==> config.mk <==
export PLATFORM = sky130hd
export DESIGN_NAME = disk_image_sector_decoder_core
export DESIGN_NICKNAME = d
export VERILOG_FILES = /design/src/dsd_pkg.sv /design/src/dsd_fifo.sv /design/src/dsd_front.sv /design/src/dsd_back.sv /design/src/disk_image_sector_decoder_core.sv
export SDC_FILE = /design/constraint.sdc
export NUM_CORES = 2
export LEC_CHECK = 0
export BUFFER_PORTS_ARGS = -buffer_cell sky130_fd_sc_hd__buf_4
export CORE_MARGIN = 2
export CORE_UTILIZATION = 50
export DETAILED_ROUTE_END_ITERATION = 16
export PLACE_DENSITY = 0.69
export SLEW_MARGIN = 25
export SYNTH_ARGS = -nofsm -noshare
export SYNTH_HDL_FRONTEND = slang
export SYNTH_SLANG_ARGS = --single-unit
==> constraint.sdc <==
create_clock -name clock -period 32.2 [get_ports clock]
set_input_delay 6.44 -clock clock [delete_from_list [all_inputs] [get_ports clock]]
set_output_delay 6.44 -clock clock [all_outputs]
set_load 0.02 [all_outputs]
==> src/dsd_pkg.sv <==
package dsd_pkg;

   // default size of the pattern store in bytes
   localparam int DSD_PATTERN_BYTES = 256;

   // depth of the queues between the parts
   localparam int DSD_QUEUE_DEPTH = 2;

   // parser phases
   typedef enum logic [4:0] {
      PH_COM_HDR   = 5'd0,
      PH_COM_SKIP  = 5'd1,
      PH_TRK       = 5'd2,
      PH_SEC       = 5'd3,
      PH_DLEN      = 5'd4,
      PH_TYPE      = 5'd5,
      PH_SKIP_SIZE = 5'd6,
      PH_SKIP_BAD  = 5'd7,
      PH_RAW       = 5'd8,
      PH_PAIR_HDR  = 5'd9,
      PH_PAIR_REP  = 5'd10,
      PH_RLE_CODE  = 5'd11,
      PH_RLE_COUNT = 5'd12,
      PH_RLE_LIT   = 5'd13,
      PH_RLE_PAT   = 5'd14,
      PH_RLE_REP   = 5'd15,
      PH_END_OK    = 5'd16,
      PH_END_SIZE  = 5'd17,
      PH_END_BAD   = 5'd18,
      PH_DONE      = 5'd19
   } phase_type;

   // result kinds
   localparam logic [2:0] KIND_DATA    = 3'd0;
   localparam logic [2:0] KIND_TRACK   = 3'd1;
   localparam logic [2:0] KIND_SECTOR  = 3'd2;
   localparam logic [2:0] KIND_SEC_END = 3'd3;
   localparam logic [2:0] KIND_IMG_END = 3'd4;
   localparam logic [2:0] KIND_REFUSED = 3'd5;
   localparam logic [2:0] KIND_FORMAT  = 3'd6;

   // sector end status codes
   localparam logic [1:0] ST_OK    = 2'd0;
   localparam logic [1:0] ST_EMPTY = 2'd1;
   localparam logic [1:0] ST_SIZE  = 2'd2;
   localparam logic [1:0] ST_BAD   = 2'd3;

   // stream constants
   localparam logic [7:0] END_OF_IMAGE = 8'hff;
   localparam logic [7:0] CTRL_EMPTY   = 8'h10;
   localparam logic [7:0] SIZE_BAD     = 8'hf8;
   localparam logic [3:0] MAX_PAT_LOG  = 4'd13;

   // input word after classification
   typedef struct packed {
      logic       is_pull;
      logic [7:0] data;
   } item_type;

   // result word
   typedef struct packed {
      logic [2:0]  kind;
      logic [7:0]  data_out;
      logic [7:0]  cylinder;
      logic [7:0]  side;
      logic [7:0]  sector_number;
      logic [7:0]  size_code;
      logic [15:0] byte_count;
      logic [1:0]  status;
   } rsp_type;

   // build a result word, clearing fields that do not belong to the kind
   function automatic rsp_type make_rsp(
      input logic [2:0]  kind,
      input logic [7:0]  data,
      input logic [1:0]  status,
      input logic [7:0]  trk_cyl,
      input logic [7:0]  trk_side,
      input logic [7:0]  s_cyl,
      input logic [7:0]  s_side,
      input logic [7:0]  s_id,
      input logic [7:0]  s_size,
      input logic [15:0] count
   );
      rsp_type r;
      r = '0;
      r.kind = kind;
      if (kind == KIND_TRACK) begin
         r.cylinder = trk_cyl;
         r.side     = trk_side;
      end else if (kind == KIND_DATA || kind == KIND_SECTOR || kind == KIND_SEC_END ||
                   kind == KIND_FORMAT) begin
         r.cylinder      = s_cyl;
         r.side          = s_side;
         r.sector_number = s_id;
         r.size_code     = s_size;
         if (kind == KIND_DATA) r.data_out = data;
         if (kind == KIND_SEC_END) begin
            r.byte_count = count;
            r.status     = status;
         end
      end
      return r;
   endfunction

   // saturating subtract
   function automatic logic [15:0] sat_sub(input logic [15:0] a, input logic [15:0] b);
      return (a > b) ? (a - b) : 16'd0;
   endfunction

endpackage

==> src/dsd_fifo.sv <==
module dsd_fifo
   import dsd_pkg::*;
#(
   parameter int WIDTH = 9
) (
   input  logic             clock,
   input  logic             reset,
   input  logic             push,
   input  logic [WIDTH-1:0] wr_data,
   output logic             full,
   input  logic             pop,
   output logic             empty,
   output logic [WIDTH-1:0] rd_data
);

   localparam int PW = $clog2(DSD_QUEUE_DEPTH);
   localparam int CW = $clog2(DSD_QUEUE_DEPTH + 1);

   logic [WIDTH-1:0] slot_ff [DSD_QUEUE_DEPTH];
   logic [PW-1:0]    wr_ptr_ff, wr_ptr_in;
   logic [PW-1:0]    rd_ptr_ff, rd_ptr_in;
   logic [CW-1:0]    count_ff, count_in;
   logic             do_push, do_pop;

   assign full    = (count_ff == CW'(DSD_QUEUE_DEPTH));
   assign empty   = (count_ff == '0);
   assign do_push = push && !full;
   assign do_pop  = pop && !empty;
   assign rd_data = slot_ff[rd_ptr_ff];

   // pointer and fill count
   always_comb begin
      wr_ptr_in = wr_ptr_ff;
      rd_ptr_in = rd_ptr_ff;
      count_in  = count_ff;
      if (do_push) wr_ptr_in = (wr_ptr_ff == PW'(DSD_QUEUE_DEPTH - 1)) ? '0 : wr_ptr_ff + 1'b1;
      if (do_pop)  rd_ptr_in = (rd_ptr_ff == PW'(DSD_QUEUE_DEPTH - 1)) ? '0 : rd_ptr_ff + 1'b1;
      if (do_push && !do_pop) count_in = count_ff + 1'b1;
      else if (!do_push && do_pop) count_in = count_ff - 1'b1;
   end

   always_ff @(posedge clock) begin
      if (reset) begin
         wr_ptr_ff <= '0;
         rd_ptr_ff <= '0;
         count_ff  <= '0;
      end else begin
         wr_ptr_ff <= wr_ptr_in;
         rd_ptr_ff <= rd_ptr_in;
         count_ff  <= count_in;
      end
   end

   // storage
   always_ff @(posedge clock) begin
      if (do_push) slot_ff[wr_ptr_ff] <= wr_data;
   end

endmodule

==> src/dsd_front.sv <==
module dsd_front
   import dsd_pkg::*;
(
   input  logic       clock,
   input  logic       reset,
   input  logic       push,
   output logic       full,
   input  logic       req_cmd,
   input  logic [7:0] req_data_in,
   output logic       item_valid,
   output item_type   item,
   input  logic       item_take
);

   item_type in_item;
   logic     q_empty;

   // classify the word: pull or stream byte
   always_comb begin
      in_item.is_pull = req_cmd;
      in_item.data    = req_cmd ? 8'd0 : req_data_in;
   end

   dsd_fifo #(
      .WIDTH($bits(item_type))
   ) u_queue (
      .clock  (clock),
      .reset  (reset),
      .push   (push),
      .wr_data(in_item),
      .full   (full),
      .pop    (item_take),
      .empty  (q_empty),
      .rd_data(item)
   );

   assign item_valid = !q_empty;

endmodule

==> src/dsd_back.sv <==
module dsd_back
   import dsd_pkg::*;
#(
   parameter int PATTERN_BYTES = DSD_PATTERN_BYTES
) (
   input  logic     clock,
   input  logic     reset,
   input  logic     cfg_we,
   input  logic     cfg_comment,
   input  logic     item_valid,
   input  item_type item,
   output logic     item_take,
   input  logic     out_full,
   output logic     res_valid,
   output rsp_type  res
);

   localparam int PAT_AW = (PATTERN_BYTES > 1) ? $clog2(PATTERN_BYTES) : 1;

   phase_type   phase_ff, phase_in;
   logic [3:0]  hdr_idx_ff, hdr_idx_in;
   logic [15:0] skip_left_ff, skip_left_in;
   logic [7:0]  sectors_left_ff, sectors_left_in;
   logic [7:0]  trk_cyl_ff, trk_cyl_in;
   logic [7:0]  trk_side_ff, trk_side_in;
   logic [7:0]  sec_cyl_ff, sec_cyl_in;
   logic [7:0]  sec_side_ff, sec_side_in;
   logic [7:0]  sec_id_ff, sec_id_in;
   logic [7:0]  sec_size_ff, sec_size_in;
   logic [15:0] block_left_ff, block_left_in;
   logic [15:0] run_left_ff, run_left_in;
   logic [15:0] pair_bytes_ff, pair_bytes_in;
   logic [3:0]  pat_log_ff, pat_log_in;
   logic [12:0] pat_pos_ff, pat_pos_in;
   logic [7:0]  repeat_left_ff, repeat_left_in;
   logic [15:0] count_ff, count_in;

   logic [7:0]        store_mem [PATTERN_BYTES];
   logic [7:0]        rd_ff;
   logic              wr_en;
   logic [PAT_AW-1:0] wr_addr;
   logic [7:0]        wr_data;
   logic [PAT_AW-1:0] rd_addr;
   logic [7:0]        b;
   logic [7:0]        rep_byte;
   logic [13:0]       pat_size;
   logic              code_bad;
   logic [1:0]        end_status;
   logic              in_end;

   assign item_take = item_valid && !out_full && !cfg_we;
   assign b         = item.data;
   assign pat_size  = 14'd1 << pat_log_ff;
   assign rep_byte  = (32'(pat_pos_ff) < PATTERN_BYTES) ? rd_ff : 8'd0;
   assign code_bad  = (b != 8'd0) &&
                      ((b > 8'(MAX_PAT_LOG)) || ((32'd1 << b[3:0]) > PATTERN_BYTES));
   assign rd_addr   = pat_pos_in[PAT_AW-1:0];

   // main decode step
   always_comb begin
      phase_in        = phase_ff;
      hdr_idx_in      = hdr_idx_ff;
      skip_left_in    = skip_left_ff;
      sectors_left_in = sectors_left_ff;
      trk_cyl_in      = trk_cyl_ff;
      trk_side_in     = trk_side_ff;
      sec_cyl_in      = sec_cyl_ff;
      sec_side_in     = sec_side_ff;
      sec_id_in       = sec_id_ff;
      sec_size_in     = sec_size_ff;
      block_left_in   = block_left_ff;
      run_left_in     = run_left_ff;
      pair_bytes_in   = pair_bytes_ff;
      pat_log_in      = pat_log_ff;
      pat_pos_in      = pat_pos_ff;
      repeat_left_in  = repeat_left_ff;
      count_in        = count_ff;
      res_valid       = 1'b0;
      res             = '0;
      wr_en           = 1'b0;
      wr_addr         = pat_pos_ff[PAT_AW-1:0];
      wr_data         = b;
      end_status      = ST_OK;
      in_end          = 1'b0;

      if (cfg_we) begin
         phase_in   = cfg_comment ? PH_COM_HDR : PH_TRK;
         hdr_idx_in = '0;
      end else if (item_take) begin
         if (item.is_pull) begin
            // pull: drain one pending byte or a waiting sector end
            res_valid = 1'b1;
            if (phase_ff == PH_PAIR_REP) begin
               res = make_rsp(KIND_DATA, rd_ff, ST_OK, trk_cyl_ff, trk_side_ff, sec_cyl_ff,
                              sec_side_ff, sec_id_ff, sec_size_ff, count_ff);
               if (count_ff != 16'hffff) count_in = count_ff + 16'd1;
               if (pat_pos_ff[0]) begin
                  pat_pos_in    = '0;
                  pair_bytes_in = pair_bytes_ff - 16'd1;
                  if (pair_bytes_in == 16'd0) phase_in = PH_END_OK;
               end else begin
                  pat_pos_in = 13'd1;
               end
            end else if (phase_ff == PH_RLE_REP) begin
               res = make_rsp(KIND_DATA, rep_byte, ST_OK, trk_cyl_ff, trk_side_ff,
                              sec_cyl_ff, sec_side_ff, sec_id_ff, sec_size_ff, count_ff);
               if (count_ff != 16'hffff) count_in = count_ff + 16'd1;
               if (14'(pat_pos_ff) + 14'd1 >= pat_size) begin
                  pat_pos_in = '0;
                  if (repeat_left_ff != 8'd0) repeat_left_in = repeat_left_ff - 8'd1;
                  if (repeat_left_in == 8'd0)
                     phase_in = (block_left_ff > 16'd1) ? PH_RLE_CODE : PH_END_OK;
               end else begin
                  pat_pos_in = pat_pos_ff + 13'd1;
               end
            end else if (phase_ff == PH_END_OK || phase_ff == PH_END_SIZE ||
                         phase_ff == PH_END_BAD) begin
               in_end = 1'b1;
            end else begin
               res = make_rsp(KIND_REFUSED, 8'd0, ST_OK, trk_cyl_ff, trk_side_ff, sec_cyl_ff,
                              sec_side_ff, sec_id_ff, sec_size_ff, count_ff);
            end
         end else if (phase_ff == PH_PAIR_REP || phase_ff == PH_RLE_REP ||
                      phase_ff == PH_END_OK || phase_ff == PH_END_SIZE ||
                      phase_ff == PH_END_BAD) begin
            // stream byte while something waits
            res_valid = 1'b1;
            res = make_rsp(KIND_REFUSED, 8'd0, ST_OK, trk_cyl_ff, trk_side_ff, sec_cyl_ff,
                           sec_side_ff, sec_id_ff, sec_size_ff, count_ff);
         end else begin
            // stream byte parse
            unique case (phase_ff)
               PH_COM_HDR: begin
                  if (hdr_idx_ff == 4'd2) skip_left_in = {8'd0, b};
                  if (hdr_idx_ff == 4'd3) skip_left_in = {b, skip_left_ff[7:0]};
                  hdr_idx_in = hdr_idx_ff + 4'd1;
                  if (hdr_idx_in >= 4'd10) begin
                     hdr_idx_in = '0;
                     phase_in   = (skip_left_in != 16'd0) ? PH_COM_SKIP : PH_TRK;
                  end
               end
               PH_COM_SKIP: begin
                  skip_left_in = sat_sub(skip_left_ff, 16'd1);
                  if (skip_left_in == 16'd0) begin
                     phase_in   = PH_TRK;
                     hdr_idx_in = '0;
                  end
               end
               PH_TRK: begin
                  if (hdr_idx_ff == 4'd0) sectors_left_in = b;
                  else if (hdr_idx_ff == 4'd1) trk_cyl_in = b;
                  else if (hdr_idx_ff == 4'd2) trk_side_in = b;
                  hdr_idx_in = hdr_idx_ff + 4'd1;
                  if (hdr_idx_in >= 4'd4) begin
                     hdr_idx_in = '0;
                     res_valid  = 1'b1;
                     if (sectors_left_in == END_OF_IMAGE) begin
                        phase_in = PH_DONE;
                        res = make_rsp(KIND_IMG_END, 8'd0, ST_OK, trk_cyl_in, trk_side_in,
                                       sec_cyl_ff, sec_side_ff, sec_id_ff, sec_size_ff,
                                       count_ff);
                     end else begin
                        phase_in = (sectors_left_in != 8'd0) ? PH_SEC : PH_TRK;
                        res = make_rsp(KIND_TRACK, 8'd0, ST_OK, trk_cyl_in, trk_side_in,
                                       sec_cyl_ff, sec_side_ff, sec_id_ff, sec_size_ff,
                                       count_ff);
                     end
                  end
               end
               PH_SEC: begin
                  case (hdr_idx_ff)
                     4'd0:    sec_cyl_in   = b;
                     4'd1:    sec_side_in  = b;
                     4'd2:    sec_id_in    = b;
                     4'd3:    sec_size_in  = b;
                     4'd4:    skip_left_in = {8'd0, b};
                     default: ;
                  endcase
                  hdr_idx_in = hdr_idx_ff + 4'd1;
                  if (hdr_idx_in >= 4'd6) begin
                     hdr_idx_in = '0;
                     count_in   = '0;
                     if ((skip_left_in[7:0] & CTRL_EMPTY) != 8'd0) begin
                        res_valid = 1'b1;
                        res = make_rsp(KIND_SEC_END, 8'd0, ST_EMPTY, trk_cyl_ff, trk_side_ff,
                                       sec_cyl_in, sec_side_in, sec_id_in, sec_size_in,
                                       16'd0);
                        if (sectors_left_ff != 8'd0) sectors_left_in = sectors_left_ff - 8'd1;
                        phase_in = (sectors_left_in != 8'd0) ? PH_SEC : PH_TRK;
                     end else begin
                        phase_in = PH_DLEN;
                     end
                  end
               end
               PH_DLEN: begin
                  if (hdr_idx_ff == 4'd0) begin
                     block_left_in = {8'd0, b};
                     hdr_idx_in    = 4'd1;
                  end else begin
                     block_left_in = {b, block_left_ff[7:0]};
                     hdr_idx_in    = '0;
                     if ((sec_size_ff & SIZE_BAD) != 8'd0) begin
                        skip_left_in = block_left_in;
                        phase_in = (block_left_in != 16'd0) ? PH_SKIP_SIZE : PH_END_SIZE;
                     end else begin
                        phase_in = PH_TYPE;
                     end
                  end
               end
               PH_TYPE: begin
                  block_left_in = sat_sub(block_left_ff, 16'd1);
                  if (b <= 8'd2) begin
                     res_valid = 1'b1;
                     res = make_rsp(KIND_SECTOR, 8'd0, ST_OK, trk_cyl_ff, trk_side_ff,
                                    sec_cyl_ff, sec_side_ff, sec_id_ff, sec_size_ff,
                                    count_ff);
                  end
                  case (b)
                     8'd0: phase_in = (block_left_in != 16'd0) ? PH_RAW : PH_END_OK;
                     8'd1: begin
                        hdr_idx_in = '0;
                        phase_in   = PH_PAIR_HDR;
                     end
                     8'd2: phase_in = (block_left_in > 16'd1) ? PH_RLE_CODE : PH_END_OK;
                     default: begin
                        skip_left_in = block_left_in;
                        phase_in = (block_left_in != 16'd0) ? PH_SKIP_BAD : PH_END_BAD;
                     end
                  endcase
               end
               PH_SKIP_SIZE, PH_SKIP_BAD: begin
                  skip_left_in = sat_sub(skip_left_ff, 16'd1);
                  if (skip_left_in == 16'd0)
                     phase_in = (phase_ff == PH_SKIP_SIZE) ? PH_END_SIZE : PH_END_BAD;
               end
               PH_RAW: begin
                  res_valid = 1'b1;
                  res = make_rsp(KIND_DATA, b, ST_OK, trk_cyl_ff, trk_side_ff, sec_cyl_ff,
                                 sec_side_ff, sec_id_ff, sec_size_ff, count_ff);
                  if (count_ff != 16'hffff) count_in = count_ff + 16'd1;
                  block_left_in = sat_sub(block_left_ff, 16'd1);
                  if (block_left_in == 16'd0) phase_in = PH_END_OK;
               end
               PH_PAIR_HDR: begin
                  if (hdr_idx_ff == 4'd0) begin
                     pair_bytes_in = {8'd0, b};
                  end else if (hdr_idx_ff == 4'd1) begin
                     pair_bytes_in = {b, pair_bytes_ff[7:0]};
                  end else begin
                     wr_en   = 1'b1;
                     wr_addr = (hdr_idx_ff == 4'd2) ? PAT_AW'(0) : PAT_AW'(1);
                  end
                  hdr_idx_in = hdr_idx_ff + 4'd1;
                  if (hdr_idx_in >= 4'd4) begin
                     hdr_idx_in = '0;
                     pat_pos_in = '0;
                     phase_in   = (pair_bytes_ff != 16'd0) ? PH_PAIR_REP : PH_END_OK;
                  end
               end
               PH_RLE_CODE: begin
                  block_left_in = sat_sub(block_left_ff, 16'd1);
                  if (code_bad) begin
                     res_valid = 1'b1;
                     res = make_rsp(KIND_FORMAT, 8'd0, ST_OK, trk_cyl_ff, trk_side_ff,
                                    sec_cyl_ff, sec_side_ff, sec_id_ff, sec_size_ff,
                                    count_ff);
                     skip_left_in = block_left_in;
                     phase_in = (block_left_in != 16'd0) ? PH_SKIP_BAD : PH_END_BAD;
                  end else begin
                     pat_log_in = b[3:0];
                     phase_in   = PH_RLE_COUNT;
                  end
               end
               PH_RLE_COUNT: begin
                  block_left_in  = sat_sub(block_left_ff, 16'd1);
                  repeat_left_in = b;
                  if (pat_log_ff == 4'd0) begin
                     run_left_in   = {8'd0, b};
                     block_left_in = sat_sub(block_left_in, {8'd0, b});
                     if (b != 8'd0) phase_in = PH_RLE_LIT;
                     else phase_in = (block_left_in > 16'd1) ? PH_RLE_CODE : PH_END_OK;
                  end else begin
                     run_left_in   = {2'd0, pat_size};
                     block_left_in = sat_sub(block_left_in, run_left_in);
                     pat_pos_in    = '0;
                     phase_in      = PH_RLE_PAT;
                  end
               end
               PH_RLE_LIT: begin
                  res_valid = 1'b1;
                  res = make_rsp(KIND_DATA, b, ST_OK, trk_cyl_ff, trk_side_ff, sec_cyl_ff,
                                 sec_side_ff, sec_id_ff, sec_size_ff, count_ff);
                  if (count_ff != 16'hffff) count_in = count_ff + 16'd1;
                  run_left_in = sat_sub(run_left_ff, 16'd1);
                  if (run_left_in == 16'd0)
                     phase_in = (block_left_ff > 16'd1) ? PH_RLE_CODE : PH_END_OK;
               end
               PH_RLE_PAT: begin
                  wr_en       = (32'(pat_pos_ff) < PATTERN_BYTES);
                  pat_pos_in  = pat_pos_ff + 13'd1;
                  run_left_in = sat_sub(run_left_ff, 16'd1);
                  if (run_left_in == 16'd0) begin
                     pat_pos_in = '0;
                     if (repeat_left_ff != 8'd0) phase_in = PH_RLE_REP;
                     else phase_in = (block_left_ff > 16'd1) ? PH_RLE_CODE : PH_END_OK;
                  end
               end
               default: ;
            endcase
            if (!res_valid && (phase_in == PH_END_OK || phase_in == PH_END_SIZE ||
                               phase_in == PH_END_BAD)) begin
               res_valid = 1'b1;
               in_end    = 1'b1;
            end
         end

         // sector end closes the sector and moves on
         if (in_end) begin
            end_status = (phase_in == PH_END_SIZE) ? ST_SIZE :
                         (phase_in == PH_END_BAD) ? ST_BAD : ST_OK;
            res = make_rsp(KIND_SEC_END, 8'd0, end_status, trk_cyl_in, trk_side_in,
                           sec_cyl_in, sec_side_in, sec_id_in, sec_size_in, count_in);
            if (sectors_left_in != 8'd0) sectors_left_in = sectors_left_in - 8'd1;
            phase_in   = (sectors_left_in != 8'd0) ? PH_SEC : PH_TRK;
            hdr_idx_in = '0;
         end
      end
   end

   always_ff @(posedge clock) begin
      if (reset) begin
         phase_ff        <= PH_TRK;
         hdr_idx_ff      <= '0;
         skip_left_ff    <= '0;
         sectors_left_ff <= '0;
         trk_cyl_ff      <= '0;
         trk_side_ff     <= '0;
         sec_cyl_ff      <= '0;
         sec_side_ff     <= '0;
         sec_id_ff       <= '0;
         sec_size_ff     <= '0;
         block_left_ff   <= '0;
         run_left_ff     <= '0;
         pair_bytes_ff   <= '0;
         pat_log_ff      <= '0;
         pat_pos_ff      <= '0;
         repeat_left_ff  <= '0;
         count_ff        <= '0;
      end else begin
         phase_ff        <= phase_in;
         hdr_idx_ff      <= hdr_idx_in;
         skip_left_ff    <= skip_left_in;
         sectors_left_ff <= sectors_left_in;
         trk_cyl_ff      <= trk_cyl_in;
         trk_side_ff     <= trk_side_in;
         sec_cyl_ff      <= sec_cyl_in;
         sec_side_ff     <= sec_side_in;
         sec_id_ff       <= sec_id_in;
         sec_size_ff     <= sec_size_in;
         block_left_ff   <= block_left_in;
         run_left_ff     <= run_left_in;
         pair_bytes_ff   <= pair_bytes_in;
         pat_log_ff      <= pat_log_in;
         pat_pos_ff      <= pat_pos_in;
         repeat_left_ff  <= repeat_left_in;
         count_ff        <= count_in;
      end
   end

   // pattern store, read ahead at the next position
   always_ff @(posedge clock) begin
      if (wr_en) store_mem[wr_addr] <= wr_data;
   end

   always_ff @(posedge clock) begin
      if (wr_en && (wr_addr == rd_addr)) rd_ff <= wr_data;
      else rd_ff <= store_mem[rd_addr];
   end

`ifndef NO_ASSERTIONS
   a_pair_pos: assert property (@(posedge clock) disable iff (reset)
      phase_ff == PH_PAIR_REP |-> pat_pos_ff <= 13'd1)
      else $error("pair position out of range");

   a_rep_pos: assert property (@(posedge clock) disable iff (reset)
      phase_ff == PH_RLE_REP |-> 32'(pat_pos_ff) < PATTERN_BYTES)
      else $error("pattern position beyond store");

   a_refuse: assert property (@(posedge clock) disable iff (reset)
      item_take && !item.is_pull && !cfg_we &&
      (phase_ff == PH_PAIR_REP || phase_ff == PH_RLE_REP)
      |-> res_valid && res.kind == KIND_REFUSED)
      else $error("stream byte not refused while repeats pending");

   a_res_take: assert property (@(posedge clock) disable iff (reset)
      res_valid |-> item_take && !out_full)
      else $error("result without a taken word");
`endif

endmodule

==> src/disk_image_sector_decoder_core.sv <==
// Sector decoder for the body of a track-image file stream.
// Input queue: drive req_cmd/req_data_in with push; a word is taken at a
// clock edge where push is high and full is low. req_cmd 0 carries a stream
// byte, 1 pulls one pending expanded byte or a waiting sector end.
// Result queue: while empty is low the oldest result sits on the rsp_ ports;
// pop takes it. Each input word gives zero or one result word.
// Configuration: APB-style write of comment_present at address 0 restarts
// parsing; write only while the block is idle.
// Throughput: one word per cycle while out_full and cfg_we are low, set by the
// single decode step in the back end, which reads the pattern store one byte
// ahead and pushes each result into the result queue as it takes the word.
// A two-entry queue sits between the front and the back end and another in
// front of the result ports; when pop stays low the result queue fills, the
// back end holds, and full rises once the input queue fills.
// Reset (synchronous, active high) empties both queues, clears the parser
// and comment_present; the pattern store is not cleared and needs no sweep.
module disk_image_sector_decoder_core
   import dsd_pkg::*;
#(
   parameter int PATTERN_BYTES = DSD_PATTERN_BYTES
) (
   input  logic        clock,
   input  logic        reset,
   // input channel
   input  logic        push,
   output logic        full,
   input  logic        req_cmd,
   input  logic [7:0]  req_data_in,
   // result channel
   output logic        empty,
   input  logic        pop,
   output logic [2:0]  rsp_kind,
   output logic [7:0]  rsp_data_out,
   output logic [7:0]  rsp_cylinder,
   output logic [7:0]  rsp_side,
   output logic [7:0]  rsp_sector_number,
   output logic [7:0]  rsp_size_code,
   output logic [15:0] rsp_byte_count,
   output logic [1:0]  rsp_status,
   // configuration
   input  logic        psel,
   input  logic        penable,
   input  logic        pwrite,
   input  logic [2:0]  paddr,
   input  logic [31:0] pwdata,
   output logic [31:0] prdata,
   output logic        pready
);

   logic     comment_ff, comment_in;
   logic     cfg_we;
   logic     item_valid, item_take;
   item_type item;
   logic     out_full, res_valid;
   rsp_type  res, rsp;

   // configuration register
   assign pready     = 1'b1;
   assign cfg_we     = psel && penable && pwrite && pready && (paddr[2] == 1'b0);
   assign comment_in = cfg_we ? pwdata[0] : comment_ff;
   assign prdata     = (paddr[2] == 1'b0) ? {31'd0, comment_ff} : 32'd0;

   always_ff @(posedge clock) begin
      if (reset) comment_ff <= 1'b0;
      else comment_ff <= comment_in;
   end

   dsd_front u_front (
      .clock      (clock),
      .reset      (reset),
      .push       (push),
      .full       (full),
      .req_cmd    (req_cmd),
      .req_data_in(req_data_in),
      .item_valid (item_valid),
      .item       (item),
      .item_take  (item_take)
   );

   dsd_back #(
      .PATTERN_BYTES(PATTERN_BYTES)
   ) u_back (
      .clock      (clock),
      .reset      (reset),
      .cfg_we     (cfg_we),
      .cfg_comment(pwdata[0]),
      .item_valid (item_valid),
      .item       (item),
      .item_take  (item_take),
      .out_full   (out_full),
      .res_valid  (res_valid),
      .res        (res)
   );

   // result queue
   dsd_fifo #(
      .WIDTH($bits(rsp_type))
   ) u_rsp_queue (
      .clock  (clock),
      .reset  (reset),
      .push   (res_valid),
      .wr_data(res),
      .full   (out_full),
      .pop    (pop),
      .empty  (empty),
      .rd_data(rsp)
   );

   assign rsp_kind          = rsp.kind;
   assign rsp_data_out      = rsp.data_out;
   assign rsp_cylinder      = rsp.cylinder;
   assign rsp_side          = rsp.side;
   assign rsp_sector_number = rsp.sector_number;
   assign rsp_size_code     = rsp.size_code;
   assign rsp_byte_count    = rsp.byte_count;
   assign rsp_status        = rsp.status;

endmodule
==> flow_metrics.py <==
metrics = {
    "synth": {
        "ys_ff_latch": 2377,
        "syn-cell-area_um2": 101000,
        "synth_ff_type": "edfxtp_1",
        "yosysUniqueCellTypes": 95,
        "syn_avg_cell_area_um2": 17.0,
        "synth_edf_count": 2188,
        "synthArstFlopShare_pct": 0,
        "yosys_warnings": 0,
        "syn_inst": 5907,
        "ys_seq_area_share_pct": 69.0,
    },
    "sta": {
        "post-route-period-util_pct": 41.1,
        "finalHoldViolCount": 0,
        "setup_tns_ns": 0,
        "max-slew-margin-rel_pct": 23.4,
        "setup_viol": 0,
        "rsz0062_at_grt": "no",
        "skew_ns": 0.0618,
        "fmax_ghz": 0.0755,
        "worstMarginPinSlew_ns": 1.15,
        "fin_crit_ns": 13.25,
        "drv_slew": 0,
    },
    "route": {
        "via_per_inst": 6.37,
        "routedWlPerCell_um": 27.9,
        "drtAntennaViolNets": 0,
        "route.detailed.drc": 0,
        "vias": 55978,
        "wl_um": 245000,
        "drt_iter0_drc": 6941,
        "drtPass1Iterations": 8,
    },
    "setup_path": {
        "cpPeakStageDelay_ns": 0.15,
        "cpMaxStageDelayCell": "buf_4",
        "crit_path_max_fanout": 2,
        "crit_type": "primary input to output pin",
        "critPathRequiredTime_ns": 25.76,
        "start_kind": "primary input",
        "crit_arrival_ns": 6.81,
        "crit_chain": "buf_4 -> nor2b_1 -> buf_4",
        "critPathCaptureType": "output pin",
        "cp_num_buf_inv": 2,
        "critPathMostFrequentCell": "buf_4",
        "critical-path-top-delay-family": "buffers and inverters",
    },
    "layout": {
        "drive_gt1_share_pct": 21.6,
        "fill_cells": 15042,
        "layout.cell_area.non_filler_um2": 112000,
        "area_growth_pct": 10.8,
        "nets": 6055,
        "instances_no_fill": 8792,
        "mostFrequentLayoutCells": "edfxtp_1, mux4_2, nor2_1",
        "final_common_cell": "edfxtp_1",
        "regArea_um2": 69500,
        "multi_input_area_um2": 29600,
    },
    "global_route": {
        "grt_pass1_wl_um": 362000,
        "grt_overflow_total": 0,
        "grtUsageTotal_pct": 23.7,
        "antenna_found_initial": 10,
        "first_global_vias": 54251,
        "grt_max_degree": 146,
    },
    "clocking": {
        "clk_pin_slew_ns": 0.06,
        "clk_latency_ns": 0.86,
        "postCtsSetupBuffers": 0,
        "clock-sinks": 2377,
        "cts-buffers-inserted": 228,
        "ctsHoldBuffers": 0,
        "cts_tree": "done",
        "post_cts_resized": 0,
        "cts_buffer_depth": 3,
        "ctsHtreeMaxLevel": 4,
        "root_buffer": "clkbuf_16",
    },
    "placed_design": {
        "place_area_um2": 104000,
        "io_buffers": 81,
        "dp_cells": 8369,
        "dp_hpwl_um": 148000,
        "place.gp.congestion": 0.943,
    },
    "flow_run": {
        "cap_violations": 0,
    },
    "floorplan": {
        "io_pins": 147,
        "die_height_um": 453,
        "placementRows": 164,
        "dieArea_um2": 205000,
        "fp.dieW_um": 453,
        "start_util_pct": 50.4,
        "coreArea_um2": 200000,
    },
    "power": {
        "powerDensity_nw_per_um2": 71.7,
        "leakagePower_nw": 34.2,
        "irDropWorstVdd_mv": 0.0775,
    },
    "outcome": {
        "status": "completed",
    },
    "worst_hold_path": {
        "hp-class": "flip-flop to flip-flop",
    },
}
==> synthesized netlist by cell type, types with 40 or more instances <==
master	count	share of area [%]
a211oi_1	90	0.67
a21oi_1	181	0.90
a31oi_1	40	0.25
buf_1	60	0.22
clkbuf_1	293	1.1
dfxtp_1	189	3.8
edfxtp_1	2188	65
ha_1	59	0.73
inv_1	53	0.20
mux2_2	64	0.72
mux4_2	680	15
nand2_1	262	0.98
nand3_1	84	0.42
nor2_1	596	2.2
nor2b_1	57	0.35
nor3_1	103	0.51
o21ai_0	164	0.82
o22ai_1	41	0.25
==> per-layer routing <==
layer / routed length (um) / GRT usage [%] / vias to the layer above
met1: 97500 / 33.7 / 28936
li1: - / - / 23949
met3: 20700 / 3.99 / 402
met4: 7190 / 6.94 / 6
met5: 46 / 0 / -
met2: 119000 / 38.1 / 2685
==> cell type report <==
type | instances | share of cell area, %
multi-input combinational | 3100 | 26.5
clock buffer | 273 | 5.29
tap | 2656 | 2.98
inverter | 61 | 0.259
clock inverter | 148 | 1.38
sequential | 2377 | 62.3
timing repair buffer | 175 | 1.24
antenna | 2 | 0.00449
==> worst register-to-register path: cells and delay by family (launching register included) <==
kind	cells	cell delay, ns
simple gates	10	2.95
xor+xnor	1	0.19
compound gates	5	1.81
fa+ha+maj	3	1.18
flops	1	0.46
buf+inv	4	1.15
==> worst paths after layout <==
kind	from	end	slack, ns	cells after the start
max	paddr[2]	prdata[0]	18.95	3
min reg2reg	comment_ff	comment_ff	0.49	2
max reg2reg	u_back.block_left_ff[1]	u_rsp_queue.slot_ff[0][13]	23.97	23
min	comment_ff	comment_ff	0.49	2
==> report_power, final <==
part / switching, W / total (W) / internal (W)
logic: 0.00106 / 0.00158 / 0.000526
registers: 0.0000425 / 0.00376 / 0.00371
clock network: 0.00116 / 0.00266 / 0.00149
total: 0.00226 / 0.00800 / 0.00574
==> cells by family after synthesis <==
group / synth area share [%]
adder cells (fa/ha/maj): 0.773
multiplexers: 16.1
AO/OA/AOI/OAI: 5.31
XOR/XNOR: 0.583
flip-flops: 69.0
other: 0.00746
AND/OR/NAND/NOR: 6.34
buffers and inverters: 1.89
==> per-stage QoR <==
stage / setup slack, ns / utilization (%) / power, W / hold WS [ns]
2_1_floorplan: 19.02 / - / 0.00491 / 0.455
6_report: 18.95 / 55.8 / 0.00800 / 0.495
4_1_cts: 18.94 / 55.8 / 0.00804 / 0.496
3_5_place_dp: 18.94 / 52.1 / 0.00541 / 0.487
5_1_grt: 18.93 / 55.8 / 0.00827 / 0.520
3_3_place_gp: 18.96 / 52.1 / 0.00537 / 0.475
==> state kept, by name (all words and copies together) (netlist names), 13 cells and up, named ones only <==
register / count
u_back.pair_bytes_ff: 16
u_back.run_left_ff: 16
u_back.count_ff: 16
u_back.block_left_ff: 16
u_front.u_queue.slot_ff: 18
u_back.store_mem: 2048
u_rsp_queue.slot_ff: 122
u_back.skip_left_ff: 16
u_back.pat_pos_ff: 13
Note: power is estimated with default switching activity, not from simulation.
